[config.mk]
export PLATFORM = sky130hd
export DESIGN_NAME = keyword_indent_tracker_flat
export DESIGN_NICKNAME = d
export VERILOG_FILES = /design/src/hw/rtl/kit_pkg.sv /design/src/hw/rtl/kit_ifs.sv /design/src/hw/rtl/kit_cfg.sv /design/src/hw/rtl/kit_scan.sv /design/src/hw/rtl/keyword_indent_tracker.sv /design/src/flat_wrapper.sv
export SDC_FILE = /design/constraint.sdc
export NUM_CORES = 1
export LEC_CHECK = 0
export ABC_AREA = 1
export BUFFER_PORTS_ARGS = -buffer_cell sky130_fd_sc_hd__buf_2
export CAP_MARGIN = 20
export CELL_PAD_IN_SITES_DETAIL_PLACEMENT = 1
export CELL_PAD_IN_SITES_GLOBAL_PLACEMENT = 1
export CORE_MARGIN = 4
export CORE_UTILIZATION = 39
export CTS_BUF_LIST = sky130_fd_sc_hd__clkbuf_8
export DETAILED_ROUTE_END_ITERATION = 6
export GPL_ROUTABILITY_DRIVEN = 0
export GPL_TIMING_DRIVEN = 0
export PLACE_DENSITY_LB_ADDON = 0.1
export SYNTH_ARGS = -nofsm -noshare
export SYNTH_HDL_FRONTEND = slang
export SYNTH_SLANG_ARGS = --single-unit
[constraint.sdc]
create_clock -name clk -period 5.5 [get_ports clk]
set_input_delay 0.275 -clock clk [delete_from_list [all_inputs] [get_ports clk]]
set_output_delay 0.275 -clock clk [all_outputs]
set_load 0.01 [all_outputs]
[src/hw/rtl/kit_pkg.sv]
// Shared types, constants and keyword table for the keyword indent tracker.
// No dependencies; kit_cfg, kit_scan and the top level import this package.
`default_nettype none

package kit_pkg;

  localparam int WORD_CHARS_DEF  = 7;
  localparam int INDENT_BITS_DEF = 8;
  localparam int KW_NUM          = 14;
  localparam int KW_CHARS        = 7;
  localparam int CFG_AW          = 3;

  localparam logic [7:0] MAX_INDENT_RST = 8'd16;

  // register index taken from the word address
  localparam logic CFG_IDX_MAX_INDENT = 1'b0;

  typedef struct packed {
    logic       eol;
    logic [7:0] line_indent;
    logic [7:0] next_indent;
  } kit_line_t;

  // Keyword text, right-justified: first character in the highest used byte.
  localparam logic [8*KW_CHARS-1:0] KW_TEXT [KW_NUM] = '{
    56'("proc"), 56'("iter"), 56'("if"), 56'("while"), 56'("for"),
    56'("begin"), 56'("tagcase"), 56'("except"),
    56'("when"), 56'("tag"), 56'("others"), 56'("else"), 56'("elseif"),
    56'("end")
  };

  localparam logic [2:0] KW_LEN [KW_NUM] = '{
    3'd4, 3'd4, 3'd2, 3'd5, 3'd3, 3'd5, 3'd7, 3'd6,
    3'd4, 3'd3, 3'd6, 3'd4, 3'd6,
    3'd3
  };

  // magnitude of the negative line offset
  localparam logic [1:0] KW_OFF [KW_NUM] = '{
    2'd0, 2'd0, 2'd0, 2'd0, 2'd0, 2'd0, 2'd0, 2'd0,
    2'd1, 2'd1, 2'd1, 2'd1, 2'd1,
    2'd2
  };

  localparam logic signed [2:0] KW_CHG [KW_NUM] = '{
    3'sd2, 3'sd2, 3'sd2, 3'sd2, 3'sd2, 3'sd2, 3'sd2, 3'sd2,
    3'sd0, 3'sd0, 3'sd0, 3'sd0, 3'sd0,
    -3'sd2
  };

  // Character i of keyword k, zero past its end.
  function automatic logic [7:0] kw_char(input int k, input int i);
    int len;
    len = int'(KW_LEN[k]);
    if (i < len) return KW_TEXT[k][8*(len-1-i) +: 8];
    return 8'h00;
  endfunction

endpackage

`default_nettype wire

[src/hw/rtl/kit_ifs.sv]
// Valid/ready channel interfaces for the keyword indent tracker.
// Depends on nothing; used by the top level.
`default_nettype none

interface kit_in_if;
  logic       valid;
  logic       ready;
  logic [7:0] text_byte;

  modport source (output valid, output text_byte, input ready);
  modport sink   (input valid, input text_byte, output ready);
endinterface

interface kit_out_if;
  logic       valid;
  logic       ready;
  logic [7:0] line_indent;
  logic [7:0] next_indent;

  modport source (output valid, output line_indent, output next_indent, input ready);
  modport sink   (input valid, input line_indent, input next_indent, output ready);
endinterface

`default_nettype wire

[src/hw/rtl/kit_cfg.sv]
// APB-style register port holding max_indent.
// Depends on kit_pkg.
`default_nettype none

module kit_cfg (
  input  wire logic                      clk,
  input  wire logic                      rst_n,
  input  wire logic                      psel,
  input  wire logic                      penable,
  input  wire logic                      pwrite,
  input  wire logic [kit_pkg::CFG_AW-1:0] paddr,
  input  wire logic [31:0]               pwdata,
  output logic      [31:0]               prdata,
  output logic                           pready,
  output logic      [7:0]                max_indent
);
  import kit_pkg::*;

  logic [7:0] max_indent_r;
  logic       wr_en;

  assign pready     = 1'b1;
  assign wr_en      = psel && penable && pwrite;
  assign max_indent = max_indent_r;

  always_ff @(posedge clk) begin
    if (!rst_n) begin
      max_indent_r <= MAX_INDENT_RST;
    end else if (wr_en && (paddr[CFG_AW-1] == CFG_IDX_MAX_INDENT)) begin
      max_indent_r <= pwdata[7:0];
    end
  end

  always_comb begin
    unique case (paddr[CFG_AW-1])
      CFG_IDX_MAX_INDENT: prdata = {24'h000000, max_indent_r};
      default:            prdata = 32'h0;
    endcase
  end

endmodule

`default_nettype wire

[src/hw/rtl/kit_scan.sv]
// Per-line scanner: scan mode, escapes, identifier capture, keyword match,
// line offset/change and the running indent. Depends on kit_pkg.
`default_nettype none

module kit_scan #(
  parameter int WORD_CHARS  = kit_pkg::WORD_CHARS_DEF,
  parameter int INDENT_BITS = kit_pkg::INDENT_BITS_DEF
) (
  input  wire logic              clk,
  input  wire logic              rst_n,
  input  wire logic              step,
  input  wire logic [7:0]        text_byte,
  input  wire logic [7:0]        max_indent,
  output kit_pkg::kit_line_t     line
);
  import kit_pkg::*;

  localparam int IB   = INDENT_BITS;
  localparam int LW   = $clog2(WORD_CHARS + 2);
  localparam int PADN = (WORD_CHARS > KW_CHARS) ? WORD_CHARS : KW_CHARS;
  localparam int OW   = (IB > 8) ? IB : 8;

  typedef enum logic [3:0] {
    MODE_NORMAL = 4'b0001,
    MODE_STR    = 4'b0010,
    MODE_CHR    = 4'b0100,
    MODE_CMT    = 4'b1000
  } mode_t;

  localparam logic [1:0] ESC_NONE = 2'd0;
  localparam logic [1:0] ESC_OCT2 = 2'd2;
  localparam logic [1:0] ESC_PEND = 2'd3;

  mode_t                mode_r;
  logic [1:0]           esc_r;
  logic [7:0]           chars_r [WORD_CHARS];
  logic [LW-1:0]        len_r;
  logic                 seen_r;
  logic [1:0]           off_r;
  logic signed [IB-1:0] chg_r;
  logic [IB-1:0]        run_r;

  logic [7:0]           pad [PADN];
  logic                 eol, wbyte, has_word, do_end, hit, is_close;
  logic [1:0]           kw_off, off1;
  logic signed [2:0]    kw_chg, brk;
  logic signed [IB-1:0] chg1, chg2;
  logic [IB-1:0]        run_nxt;
  logic signed [IB+1:0] nsum;
  logic signed [IB:0]   hsum;
  logic [OW-1:0]        here_x, run_x;

  function automatic logic signed [IB-1:0] sat_add(input logic signed [IB-1:0] a,
                                                   input logic signed [2:0] d);
    logic signed [IB:0] s;
    s = {a[IB-1], a} + {{(IB-2){d[2]}}, d};
    if (s[IB] != s[IB-1]) return s[IB] ? {1'b1, {(IB-1){1'b0}}} : {1'b0, {(IB-1){1'b1}}};
    return s[IB-1:0];
  endfunction

  // word buffer padded with zeros up to the longest keyword
  for (genvar g = 0; g < PADN; g++) begin : g_pad
    if (g < WORD_CHARS) begin : g_buf
      assign pad[g] = chars_r[g];
    end else begin : g_zero
      assign pad[g] = 8'h00;
    end
  end

  always_comb begin
    logic same;
    hit    = 1'b0;
    kw_off = 2'd0;
    kw_chg = 3'sd0;
    for (int k = KW_NUM - 1; k >= 0; k--) begin
      same = (len_r == LW'(KW_LEN[k]));
      for (int i = 0; i < KW_CHARS; i++) begin
        if (pad[i] != kw_char(k, i)) same = 1'b0;
      end
      if (same) begin
        hit    = 1'b1;
        kw_off = KW_OFF[k];
        kw_chg = KW_CHG[k];
      end
    end
  end

  assign eol   = (text_byte == 8'd10) || (text_byte == 8'd0);
  assign wbyte = ((text_byte >= "a") && (text_byte <= "z")) ||
                 ((text_byte >= "A") && (text_byte <= "Z")) || (text_byte == "_");
  assign has_word = (len_r != '0);
  assign do_end   = (mode_r == MODE_NORMAL) && (eol || !wbyte);

  always_comb begin
    off1 = off_r;
    chg1 = chg_r;
    if (do_end && has_word && hit) begin
      if (!seen_r) off1 = kw_off;
      chg1 = sat_add(chg_r, kw_chg);
    end
    if ((text_byte == "(") || (text_byte == "[") || (text_byte == "{")) brk = 3'sd2;
    else if ((text_byte == ")") || (text_byte == "]") || (text_byte == "}")) brk = -3'sd2;
    else brk = 3'sd0;
    chg2 = sat_add(chg1, brk);
  end

  // line end arithmetic
  always_comb begin
    nsum = {2'b00, run_r} + {{2{chg1[IB-1]}}, chg1};
    if (nsum[IB+1])   run_nxt = '0;
    else if (nsum[IB]) run_nxt = '1;
    else              run_nxt = nsum[IB-1:0];

    hsum = {1'b0, run_r} - {{(IB-1){1'b0}}, off1};
    here_x = hsum[IB] ? '0 : OW'(hsum[IB-1:0]);
    run_x  = OW'(run_nxt);

    line.eol         = eol;
    line.line_indent = (here_x > OW'(max_indent)) ? max_indent : here_x[7:0];
    line.next_indent = (run_x > OW'(8'hFF)) ? 8'hFF : run_x[7:0];
  end

  assign is_close = (mode_r == MODE_STR) ? (text_byte == "\"") : (text_byte == "'");

  always_ff @(posedge clk) begin
    if (!rst_n) begin
      mode_r <= MODE_NORMAL;
      esc_r  <= ESC_NONE;
      len_r  <= '0;
      seen_r <= 1'b0;
      off_r  <= 2'd0;
      chg_r  <= '0;
      run_r  <= '0;
      for (int i = 0; i < WORD_CHARS; i++) chars_r[i] <= 8'h00;
    end else if (step) begin
      if (eol) begin
        run_r  <= run_nxt;
        mode_r <= MODE_NORMAL;
        esc_r  <= ESC_NONE;
        len_r  <= '0;
        seen_r <= 1'b0;
        off_r  <= 2'd0;
        chg_r  <= '0;
        for (int i = 0; i < WORD_CHARS; i++) chars_r[i] <= 8'h00;
      end else begin
        unique case (mode_r)
          MODE_NORMAL: begin
            if (wbyte) begin
              for (int i = 0; i < WORD_CHARS; i++) begin
                if (len_r == LW'(i)) chars_r[i] <= text_byte;
              end
              if (len_r <= LW'(WORD_CHARS)) len_r <= len_r + LW'(1);
            end else begin
              if (has_word) begin
                seen_r <= 1'b1;
                len_r  <= '0;
                for (int i = 0; i < WORD_CHARS; i++) chars_r[i] <= 8'h00;
              end
              off_r <= off1;
              chg_r <= chg2;
              if (text_byte == "\"")     mode_r <= MODE_STR;
              else if (text_byte == "'") mode_r <= MODE_CHR;
              else if (text_byte == "%") mode_r <= MODE_CMT;
            end
          end
          MODE_STR, MODE_CHR: begin
            if (esc_r == ESC_PEND) begin
              esc_r <= ((text_byte >= "0") && (text_byte <= "7")) ? ESC_OCT2 : ESC_NONE;
            end else if (esc_r != ESC_NONE) begin
              esc_r <= esc_r - 2'd1;
            end else if (is_close) begin
              mode_r <= MODE_NORMAL;
            end else if (text_byte == "\\") begin
              esc_r <= ESC_PEND;
            end
          end
          MODE_CMT: begin
          end
          default: begin
            mode_r <= MODE_NORMAL;
          end
        endcase
      end
    end
  end

endmodule

`default_nettype wire

[src/hw/rtl/keyword_indent_tracker.sv]
// Keyword indent tracker, top level: input byte register, scanner, result register.
// Order: a taken byte is held in the input byte register and scanned from there; a line
//   result is captured in the result register when its line-end byte is scanned.
// Throughput: one byte per cycle; a result held by out_chan.ready stalls the input.
// Reset: synchronous active-low rst_n clears all scan state; max_indent returns to 16.
`default_nettype none

module keyword_indent_tracker #(
  parameter int WORD_CHARS  = kit_pkg::WORD_CHARS_DEF,
  parameter int INDENT_BITS = kit_pkg::INDENT_BITS_DEF
) (
  input  wire logic                       clk,
  input  wire logic                       rst_n,
  kit_in_if.sink                          in_chan,
  kit_out_if.source                       out_chan,
  input  wire logic                       psel,
  input  wire logic                       penable,
  input  wire logic                       pwrite,
  input  wire logic [kit_pkg::CFG_AW-1:0] paddr,
  input  wire logic [31:0]                pwdata,
  output logic      [31:0]                prdata,
  output logic                            pready
);
  import kit_pkg::*;

  logic       byte_vld_r;
  logic [7:0] byte_r;
  logic       out_vld_r;
  logic [7:0] line_indent_r;
  logic [7:0] next_indent_r;
  logic       adv;
  logic [7:0] max_indent;
  kit_line_t  line;

  kit_cfg u_cfg (
    .clk        (clk),
    .rst_n      (rst_n),
    .psel       (psel),
    .penable    (penable),
    .pwrite     (pwrite),
    .paddr      (paddr),
    .pwdata     (pwdata),
    .prdata     (prdata),
    .pready     (pready),
    .max_indent (max_indent)
  );

  kit_scan #(
    .WORD_CHARS  (WORD_CHARS),
    .INDENT_BITS (INDENT_BITS)
  ) u_scan (
    .clk        (clk),
    .rst_n      (rst_n),
    .step       (adv),
    .text_byte  (byte_r),
    .max_indent (max_indent),
    .line       (line)
  );

  // scanner advances when a byte is held and the result slot is free or draining
  assign adv           = byte_vld_r && (!out_vld_r || out_chan.ready);
  assign in_chan.ready = !byte_vld_r || adv;

  always_ff @(posedge clk) begin
    if (!rst_n) begin
      byte_vld_r <= 1'b0;
    end else if (in_chan.ready) begin
      byte_vld_r <= in_chan.valid;
    end
  end

  always_ff @(posedge clk) begin
    if (in_chan.ready && in_chan.valid) byte_r <= in_chan.text_byte;
  end

  always_ff @(posedge clk) begin
    if (!rst_n) begin
      out_vld_r <= 1'b0;
    end else if (adv && line.eol) begin
      out_vld_r <= 1'b1;
    end else if (out_chan.ready) begin
      out_vld_r <= 1'b0;
    end
  end

  always_ff @(posedge clk) begin
    if (adv && line.eol) begin
      line_indent_r <= line.line_indent;
      next_indent_r <= line.next_indent;
    end
  end

  assign out_chan.valid       = out_vld_r;
  assign out_chan.line_indent = line_indent_r;
  assign out_chan.next_indent = next_indent_r;

endmodule

`default_nettype wire
[src/flat_wrapper.sv]
// flat-port wrapper written by rule: the top's interface ports become plain ports
module keyword_indent_tracker_flat import kit_pkg::*;
#(
  parameter int WORD_CHARS  = kit_pkg::WORD_CHARS_DEF,
  parameter int INDENT_BITS = kit_pkg::INDENT_BITS_DEF
)
  (clk, rst_n, psel, penable, pwrite, paddr, pwdata, prdata, pready, in_chan_valid, in_chan_text_byte, in_chan_ready, out_chan_valid, out_chan_line_indent, out_chan_next_indent, out_chan_ready);
  kit_in_if in_chan_i ();
  kit_out_if out_chan_i ();
  input  wire logic clk;
  input  wire logic rst_n;
  input  wire logic psel;
  input  wire logic penable;
  input  wire logic pwrite;
  input  wire logic [kit_pkg::CFG_AW-1:0] paddr;
  input  wire logic [31:0] pwdata;
  output logic      [31:0] prdata;
  output logic pready;
  input wire logic [$bits(in_chan_i.valid)-1:0] in_chan_valid;
  input wire logic [$bits(in_chan_i.text_byte)-1:0] in_chan_text_byte;
  output wire logic [$bits(in_chan_i.ready)-1:0] in_chan_ready;
  output wire logic [$bits(out_chan_i.valid)-1:0] out_chan_valid;
  output wire logic [$bits(out_chan_i.line_indent)-1:0] out_chan_line_indent;
  output wire logic [$bits(out_chan_i.next_indent)-1:0] out_chan_next_indent;
  input wire logic [$bits(out_chan_i.ready)-1:0] out_chan_ready;
  assign in_chan_i.valid = in_chan_valid;
  assign in_chan_i.text_byte = in_chan_text_byte;
  assign in_chan_ready = in_chan_i.ready;
  assign out_chan_valid = out_chan_i.valid;
  assign out_chan_line_indent = out_chan_i.line_indent;
  assign out_chan_next_indent = out_chan_i.next_indent;
  assign out_chan_i.ready = out_chan_ready;
  keyword_indent_tracker #(.WORD_CHARS(WORD_CHARS), .INDENT_BITS(INDENT_BITS)) u_core (.clk(clk), .rst_n(rst_n), .in_chan(in_chan_i), .out_chan(out_chan_i), .psel(psel), .penable(penable), .pwrite(pwrite), .paddr(paddr), .pwdata(pwdata), .prdata(prdata), .pready(pready));
endmodule
==> metrics <==
status finished with violations; violated checks negative setup slack; fin worst setup slack -194 ps; Post-Place Setup Slack -1440 ps; Pre-Repair DR Iteration Count 7; Clk pin slew, worst setup/hold paths approximately 80 ps; Setup-failing EPs final 23; fraction of registers with async set or reset after synthesis 0%; Critical-path top delay cell edfxtp_1; FP Rows 53; number of synthesized register bits between 100 and 150; final hold viol count 0; fin crit share 104%; met1 wire length around 13000 µm; Final Slew Violations 0; # port buffers 47; CTS H-tree lvls 4; R2R cell count 34; post-synthesis sequential area ratio 33.0%; gr usage total approximately 25%; post-synth top area share a little under a fifth; met2 routed WL 15700 µm; placed cell area 9100 µm²; CTS tree built; Post-synth EDFFs 40; Layout Skew between 10 and 15 ps; synth top area cells dfxtp_1 (19%), edfxtp_1 (14%), nand2_1 (13%); hold slack final about 30 ps; Period minus WS final ~5700 ps; Layout area overhead 28.2%; met3 routed WL 1110 µm; via count 8803; peak supply drop roughly 0.14 mV; hold path depth 3; most frequent cell on the critical path inv_2; most frequent cells after synthesis nand2_1 (286), nor2_1 (246), inv_1 (190); largest net degree at the start of global routing 20; Worst-Margin Slew roughly 1000 ps; post-DR vias/cell ~5.1; Detail Placement HPWL about 22000 µm; TNS Setup -2530 ps; drt wl/cell 17.9 µm; worst-path maximum fanout 7; CTS Buf Count 17; later-pin clock latency in the skew report around 470 ps; Setup CP Type reg -> reg; PwrDens 186 nW/µm²; root buf cell clkbuf_8; Die Area roughly 24000 µm²; main flop type after synthesis dfxtp_1; die height 155 µm; DRC violations left 0; antenna-violating nets left 0; design area approximately 11000 µm²; CP peak stage delay a little over 400 ps; final std cells w/o fill ~1700; Final nets roughly 1500; global route overflow 0; Req. time, crit path around 5700 ps; antenna violations before repair 0; core area about 21000 µm²; initial drt markers roughly 360; Max-Cap Viols 0; Post-Syn Instances 1269; IO Pins around 100; Worst setup SP type flop; Post-Syn Area 8420 µm²; Placed Cells about 1600; most frequent cell after synthesis nand2_1; average cell area after synthesis approximately 6.6 µm²; HP Class in -> reg; Slew HR a little over a third; CP Capture Type flop; Initial Utilization 39.8%; Synth area leader dfxtp_1; Static Leakage around 4.9 nW; Bufs on Longest Clock Path 2; Chip Width ~150 µm; fillers around 2700; Yosys warning count 0; Max Clock Freq 176 MHz; RSZ-0062 raised after global routing yes; DR top layer met4; number of global-route vias before repair 9046; clock tree sinks approximately 120; first-pass GRT wire length between 40000 and 50000 µm; DRT Wirelength 30600 µm; CP arrival between 5000 and 6000 ps; Synth cell types 52; n_diodes 0; share of cells above drive strength 1 between 20 and 25%
critical path: cells and delay by family, from the launching register on:
| family | cells | cell delay, ps |
|---|---|---|
| buffers and inverters | 6 | 610 |
| DFF | 1 | 410 |
| and+or+nand+nor | 15 | 2250 |
| adders and majority gates | 4 | 920 |
| xor gates and xnor gates | 1 | 150 |
| AOI/OAI and AO/OA | 8 | 1110 |
metrics by stage:
stage	total power [mW]	utilization, %
floorplan	1.06	-
global placement	1.11	43.0
detailed placement	1.12	43.0
CTS	2.01	48.2
global route	2.08	51.0
finish	2.01	51.0
state kept, by name, indices dropped and copies added, names as in the netlist:
name and count:
u_core.u_scan.mode_r 4, u_core.u_scan.chg_r 8, u_core.u_scan.esc_r 2, u_core.u_cfg.max_indent 8, u_core.u_scan.len_r 4, u_core.u_scan.off_r 2
u_core.out_chan.line_indent 8, u_core.out_chan.next_indent 8, u_core.u_scan.seen_r 1, u_core.byte_vld_r 1, u_core.out_chan.valid 1, u_core.u_scan.chars_r 56
u_core.byte_r 8, u_core.u_scan.run_r 8
placed cells by master, fill, tap and decap left out, types with 8 or more instances in the layout:
master and count:
nand3_2 12, clkbuf_8 17, a21oi_2 11, o21ai_0 29, nor3_1 22, inv_2 17
a21oi_1 41, nand2_4 10, ha_1 28, nand3_1 65, dlygate4sd3_1 8, xor2_1 8
nor2_2 19, nand2_2 27, conb_1 27, o22ai_1 15, nand3_4 11, a22oi_1 13
inv_1 173, nand4_1 27, nand2_1 255, edfxtp_1 40, dfxtp_1 71, nor2_4 17
buf_4 73, buf_2 52, nor2_1 223
what timing repair did:
action,4_1_cts,5_1_grt
cloned,0,1
hold buffers,8,0
resized for setup,91,111
hold endpoints to repair,8,0
setup buffers,32,23
pin swaps,21,48
setup endpoints to repair,32,32
where the power goes:
| part | switching, mW | internal [mW] |
|---|---|---|
| sequential | 0.0162 | 0.922 |
| clock | 0.426 | 0.459 |
| combinational | 0.121 | 0.0609 |
path summary, 6_finish.rpt:
check                                    start                             end  slack (ps)
hold / removal                       pwdata[4]      u_core.u_cfg.max_indent[4]          30
setup reg to reg  u_core.u_scan.chars_r[0][52]  u_core.out_chan.next_indent[2]        -190
hold reg to reg   u_core.u_scan.chars_r[0][31]    u_core.u_scan.chars_r[0][31]         470
setup / recovery  u_core.u_scan.chars_r[0][52]  u_core.out_chan.next_indent[2]        -190
layer usage:
layer	GRT usage, %	vias to the layer above
met2	44.5	168
li1	-	4341
met1	29.4	4237
met3	4.26	57
met4	9.80	0
met5	0	-
logic make-up after synthesis:
family          count (synthesis)  share of synthesized area, %
fa+ha+maj                      43                          6.74
xor+xnor                       15                          1.56
compound gates                144                          9.85
buf+inv                       233                          11.7
simple gates                  713                          37.0
other cells                     2                        0.0891
flops                         119                          33.0
final cells by class:
class                           instances  area [µm²]  area share (%)
Timing Repair Buffer                  111         797            7.38
Tap cell                              275         344            3.19
Buffer                                 40         269            2.49
Clock buffer                           17         234            2.17
Clock inverter                         15         189            1.75
Inverter                              193         734            6.80
Multi-Input combinational cell        942        5440            50.3
Sequential cell                       119        2800            25.9
No activity file was read; power rests on OpenSTA's default activity.
